## config.mk

```make
export PLATFORM = sky130hd
export DESIGN_NAME = dpq_cell
export DESIGN_NICKNAME = d
export VERILOG_FILES = /design/src/dpq_pkg.sv /design/src/dpq_cell.sv
export SDC_FILE = /design/constraint.sdc
export NUM_CORES = 1
export LEC_CHECK = 0
export BUFFER_PORTS_ARGS = -buffer_cell sky130_fd_sc_hd__buf_4
export CORE_AREA = 2 2 101 103
export DETAILED_ROUTE_END_ITERATION = 8
export DIE_AREA = 0 0 103 105
export GPL_TIMING_DRIVEN = 0
export HOLD_SLACK_MARGIN = 0.15
export PLACE_DENSITY = 0.78
export SLEW_MARGIN = 10
export SYNTH_ARGS = -nofsm -noshare
export SYNTH_HDL_FRONTEND = slang
export SYNTH_SLANG_ARGS = --single-unit
```

## constraint.sdc

```tcl
create_clock -name clk -period 19.8 [get_ports clk]
set_clock_uncertainty 0.15 [all_clocks]
set_input_delay 0.99 -clock clk [delete_from_list [all_inputs] [get_ports clk]]
set_output_delay 0.99 -clock clk [all_outputs]
set_load 0.01 [all_outputs]
```

## src/dpq_pkg.sv

```systemverilog
// ----------------------------------------------------------------------------
// dpq_pkg
// Shared types and constants for the double-ended priority queue unit.
// ----------------------------------------------------------------------------
package dpq_pkg;

	localparam int CAPACITY = 256;
	localparam int CNT_W    = $clog2(CAPACITY + 1);

	typedef enum logic [1:0] {
		OP_INSERT    = 2'd0,
		OP_TAKE_HIGH = 2'd1,
		OP_TAKE_LOW  = 2'd2
	} op_t;

	typedef enum logic [1:0] {
		ST_SERVED = 2'd0,
		ST_EMPTY  = 2'd1,
		ST_FULL   = 2'd2
	} status_t;

	typedef struct packed {
		logic        [1:0]  operation;
		logic signed [31:0] client_id;
		logic signed [31:0] priority_req;
	} req_t;

	typedef struct packed {
		logic        [1:0]  status;
		logic signed [31:0] served_client;
	} rsp_t;

	typedef struct packed {
		logic signed [31:0] prio;
		logic signed [31:0] client;
	} entry_t;

	typedef struct packed {
		logic   ins;
		logic   shl;
		entry_t new_entry;
	} cell_ctl_t;

endpackage

```

## src/dpq_cell.sv

```systemverilog
// ----------------------------------------------------------------------------
// dpq_cell
// One slot of the sorted entry chain: holds, takes the new entry, or takes a
// neighbor's entry.
// ----------------------------------------------------------------------------
module dpq_cell import dpq_pkg::*; (
	input  logic      clk,
	input  cell_ctl_t ctl,
	input  logic      occupied,
	input  logic      less_prev,
	input  entry_t    left,
	input  entry_t    right,
	output entry_t    entry,
	output logic      less
);

	entry_t entry_q;

	assign entry = entry_q;
	assign less  = occupied && ($signed(entry_q.prio) < $signed(ctl.new_entry.prio));

	always_ff @(posedge clk) begin
		priority if (ctl.ins) begin
			if (!less) begin
				entry_q <= less_prev ? ctl.new_entry : left;
			end
		end else if (ctl.shl) begin
			entry_q <= right;
		end else begin
			entry_q <= entry_q;
		end
	end

endmodule

```

==> Word level (Yosys, flattened, before mapping) <==
Index checks and enable logic that the tools add are counted.
{ "classes": {"reduce_logical": 3, "muxes": 4, "eq_ne": 1, "order_cmp": 1} }
{ "ops": {"columns": ["op", "n"], "rows": [
  ["$mux 64", 4],
  ["$lt 32x32->1", 1],
  ["$ne 2x2->1 const B", 1],
  ["$reduce_and 2->1", 1],
  ["$reduce_bool 2->1", 1],
  ["$logic_and 1x1->1", 1]
]} }
{ "word_totals": {"input_bits": 197, "word_cells": 11, "ff_bits": 64} }

==> Longest topological paths before layout <==
{ "depth": {"ltp_word": 4, "depth_mapped": 8, "ltp_nobuf": 8} }

==> Worst setup path after synthesis <==
No wires, ideal clock.
{ "synth_timing": {"kind": "input port to flip-flop", "from": "input port ctl[39] (netlist bit)", "to": "register entry_q (netlist bit entry[0]) (enable)", "setup_time_ns": 0.565, "setup_slack_ns": 12.502, "n_path_buf": 0, "required_time_ns": 19.085, "arrival_ns": 6.583, "stages": 7, "cell_sequence": "inv_1 ha_1 nand4_1 o311a_1 o41ai_2 a211oi_1 nor3_1"} }
{ "synth_via": {"elab_chain_len": 4} }
{ "synth_lines": {"columns": ["item", "line_no", "text"], "rows": [
  ["start: declaration", "dpq_cell.sv:8", "input cell_ctl_t ctl,"],
  ["$lt 32x32->1", "dpq_cell.sv:20", "assign less = occupied && ($signed(entry_q.prio) < $signed(ctl.new_entry.prio));"],
  ["$logic_and 1x1->1", "dpq_cell.sv:20", null],
  ["$ne 2x2->1 (no line)", null, null],
  ["$reduce_and 2->1 (no line)", null, null],
  ["end signal: assignment", "dpq_cell.sv:25", "entry_q <= less_prev ? ctl.new_entry : left;"],
  ["end signal: assignment", "dpq_cell.sv:28", "entry_q <= right;"],
  ["end signal: assignment", "dpq_cell.sv:30", "entry_q <= entry_q;"],
  ["end: declaration", "dpq_cell.sv:17", "entry_t entry_q;"]
]} }
Every way passes these cells.
A chain may end at the register's enable or synchronous reset.

==> Worst setup path in the final report <==
{ "layout_timing": {"from": "input port ctl[39] (netlist bit)", "to": "register entry_q (netlist bit entry[19]) (enable)"} }
Same word-level chain as after synthesis.

==> out/metrics.cfg <==
[timing]
relSlewSlack_pct = 61.1
worst_slew_pin_slew_ns = 0.583
rsz0062_at_grt = false
hold_viol = 0
drv_slew = 0
setup_viol = 0
setup_tns_ns = 0
fin_crit_sh_pct = 19.8
clock.fmax_ghz = 0.255
finalCriticalPeriod_ns = 3.92

[synthesis]
ys_seq_area_share_pct = 47.6
syn_nets = 623
synth_area_leader_cell = edfxtp_1
synth_cell_types = 25
synth_area_leaders = edfxtp_1 48%, mux2i_1 16%, ha_1 9.6%
ys_ff_latch = 64
synthesis.area_um2 = 4030
ys_warn_count = 0
synth_top_area_share_pct = 47.6
avgSynthCellArea_um2 = 10.2
netlist_instances = 395

[grt]
grt_max_degree = 13
grt_overflow = 0
grt_pass1_vias = 4173
grt_pass1_wl_um = 19700
antenna_found_initial = 0
grt_usage_pct = 23.8

[finish]
drive_gt1_share_pct = 42.2
fill_cells = 812
multi_input_area_um2 = 1910
layout.nets = 900
area_growth_pct = 59.1
regArea_um2 = 1920
instances_no_fill = 810
antenna_cells = 0
largest_reg_flops = 64
fin_util_pct = 66.6

[floorplan]
die_y_um = 105
core_area_um2 = 9640
fp.dieW_um = 103
die-area_um2 = 10800
start_util_pct = 41.8
num_io_pins = 262
row_count = 36

[place]
place.gp.congestion = 0.810
dpl.cell_count = 794
port_buffers = 260
hpwl_um = 10700

[worst_setup_path]
r2r_start = entry[39]
r2r_end = entry[19]
critPathMaxFanout = 12
critPathRequiredTime_ns = 19.70
start_kind = primary input
cpMostUsedCell = buf_4
reg2regPathDepth = 10
r2r_setup_slack_ns = 16.21
worstSetupPathType = primary input to register
end_kind = register
slowest_stage = nor3_2
cp_cell_sequence = buf_4, inv_1, ha_1, nand4_1, o311a_1, o41ai_2, a211oi_1, nor3_2, buf_4, buf_4, buf_6, buf_6
cp.arrival_ns = 3.83
max_stage_delay_ns = 0.47

[clocking]
cts.path.max_buffers = 2
post_cts_resized = 0
clk_latency_ns = 0.34
clk_pin_slew_ns = 0.07
post_cts_buffers = 0
root_buffer = clkbuf_8
cts_buffers = 9
cts.sinks = 64
cts_tree = done
hold_buffers = 0
htree_levels = 3

[route]
wirelength_um = 12900
avgViaCountPerCell = 4.91
drc = 0
wl_per_cell_um = 16.0
dr.pass1.iters = 4
drtIter0Drc = 94
vias = 3980
ant_nets = 0

[power_and_ir_drop]
vdd_ir_drop_max_v = 0.0000363
total_power_w = 0.000426
leakage_nw = 3.15
p_per_area_nw_per_um2 = 66.4

[flow_run]
maxCapViolCount = 0

[hold_path]
min_path_cells = 3
hold_end = entry[39]
min-delay-start = right[39]
hold_class = primary input to register

[outcome]
status = completed

-- cells in the final DEF (no fill, tap or decap) --
cell / count
nand3_1: 3
nand2b_1: 2
nand2_1: 9
buf_1: 4
o211ai_1: 1
nor2_1: 69
buf_2: 7
o21ai_0: 4
inv_1: 31
edfxtp_1: 64
bufinv_16: 2
a21oi_1: 77
and4b_1: 1
a31oi_1: 1
nand4_1: 6
o41ai_2: 1
nor4_1: 1
a221oi_1: 1
clkbuf_1: 12
a211o_1: 1
a21o_1: 1
mux2i_1: 65
nor3_2: 1
o311a_1: 1
a211oi_1: 2
buf_4: 263
clkbuf_8: 9
clkinv_1: 3
ha_1: 31
buf_6: 3
nor3_1: 1
-- power breakdown --
part	switching (W)	internal [W]
logic	0.0000599	0.0000686
registers	0.00000709	0.000171
clock network	0.0000498	0.0000698
total	0.000117	0.000309
-- metal layers --
metal	part of all wire, %	GRT usage, %	vias up
met1	36	25.1	1791
met2	53	43.2	176
met3	8.1	6.69	27
met4	2.7	9.96	0
li1	-	-	1986
met5	0	0	-
-- kinds of logic (layout without fill, tap and decap cells) --
family	Yosys count	after routing	share of synthesized area, %
DFF	64	64	47.6
adders and majority gates	31	31	9.62
buffers and inverters	52	334	5.06
and+or+nand+nor	93	93	9.52
AOI/OAI and AO/OA	90	90	12.0
muxes	65	65	16.1
-- worst max-delay path, delay by kind of cell --
kind / cells / cell delay (ns)
adder cells (fa/ha/maj): 1 / 0.30
buffers and inverters: 6 / 1.03
AND/OR/NAND/NOR: 2 / 0.57
AO/OA/AOI/OAI: 3 / 0.92
-- how the worst max path moves through the flow --
stage / start / endpoint / cells past startpoint
detailed placement: ctl[39] / entry[21] / 12
floorplan: ctl[39] / entry[0] / 7
finish: ctl[39] / entry[19] / 12
global placement: ctl[39] / entry[21] / 8
global route: ctl[39] / entry[17] / 12
CTS: ctl[39] / entry[17] / 12
-- area by class of cell --
class | instances | share of cell area, %
clock buffer | 11 | 2.05
sequential | 64 | 30.0
tap | 133 | 2.59
timing repair buffer | 266 | 31.3
inverter | 31 | 1.81
buffer | 21 | 1.37
clock inverter | 5 | 1.11
multi-input combinational | 279 | 29.8
-- synth_stat cells --
master    instances
nand3_1           3
a221oi_1          1
nor3_1            2
ha_1             31
nand2b_1          2
o211ai_1          1
edfxtp_1         64
o311a_1           1
clkbuf_1         10
mux2i_1          65
a21oi_1          77
o41ai_2           1
nand2_1           9
a211oi_1          2
nor4_1            1
nor2_1           69
nand4_1           6
a31oi_1           1
inv_1            31
a211o_1           1
buf_1             4
buf_2             7
a21o_1            1
and4b_1           1
o21ai_0           4
-- per-stage QoR --
step,hold slack (ns),setup slack (ns),instance area [µm²]
floorplan,1.07,12.50,4030
global placement,1.16,10.25,6150
detailed placement,1.00,15.49,6210
CTS,0.800,15.86,6420
global route,0.812,15.71,6420
finish,0.811,15.88,6420
Power figures use the tool's default switching activity.
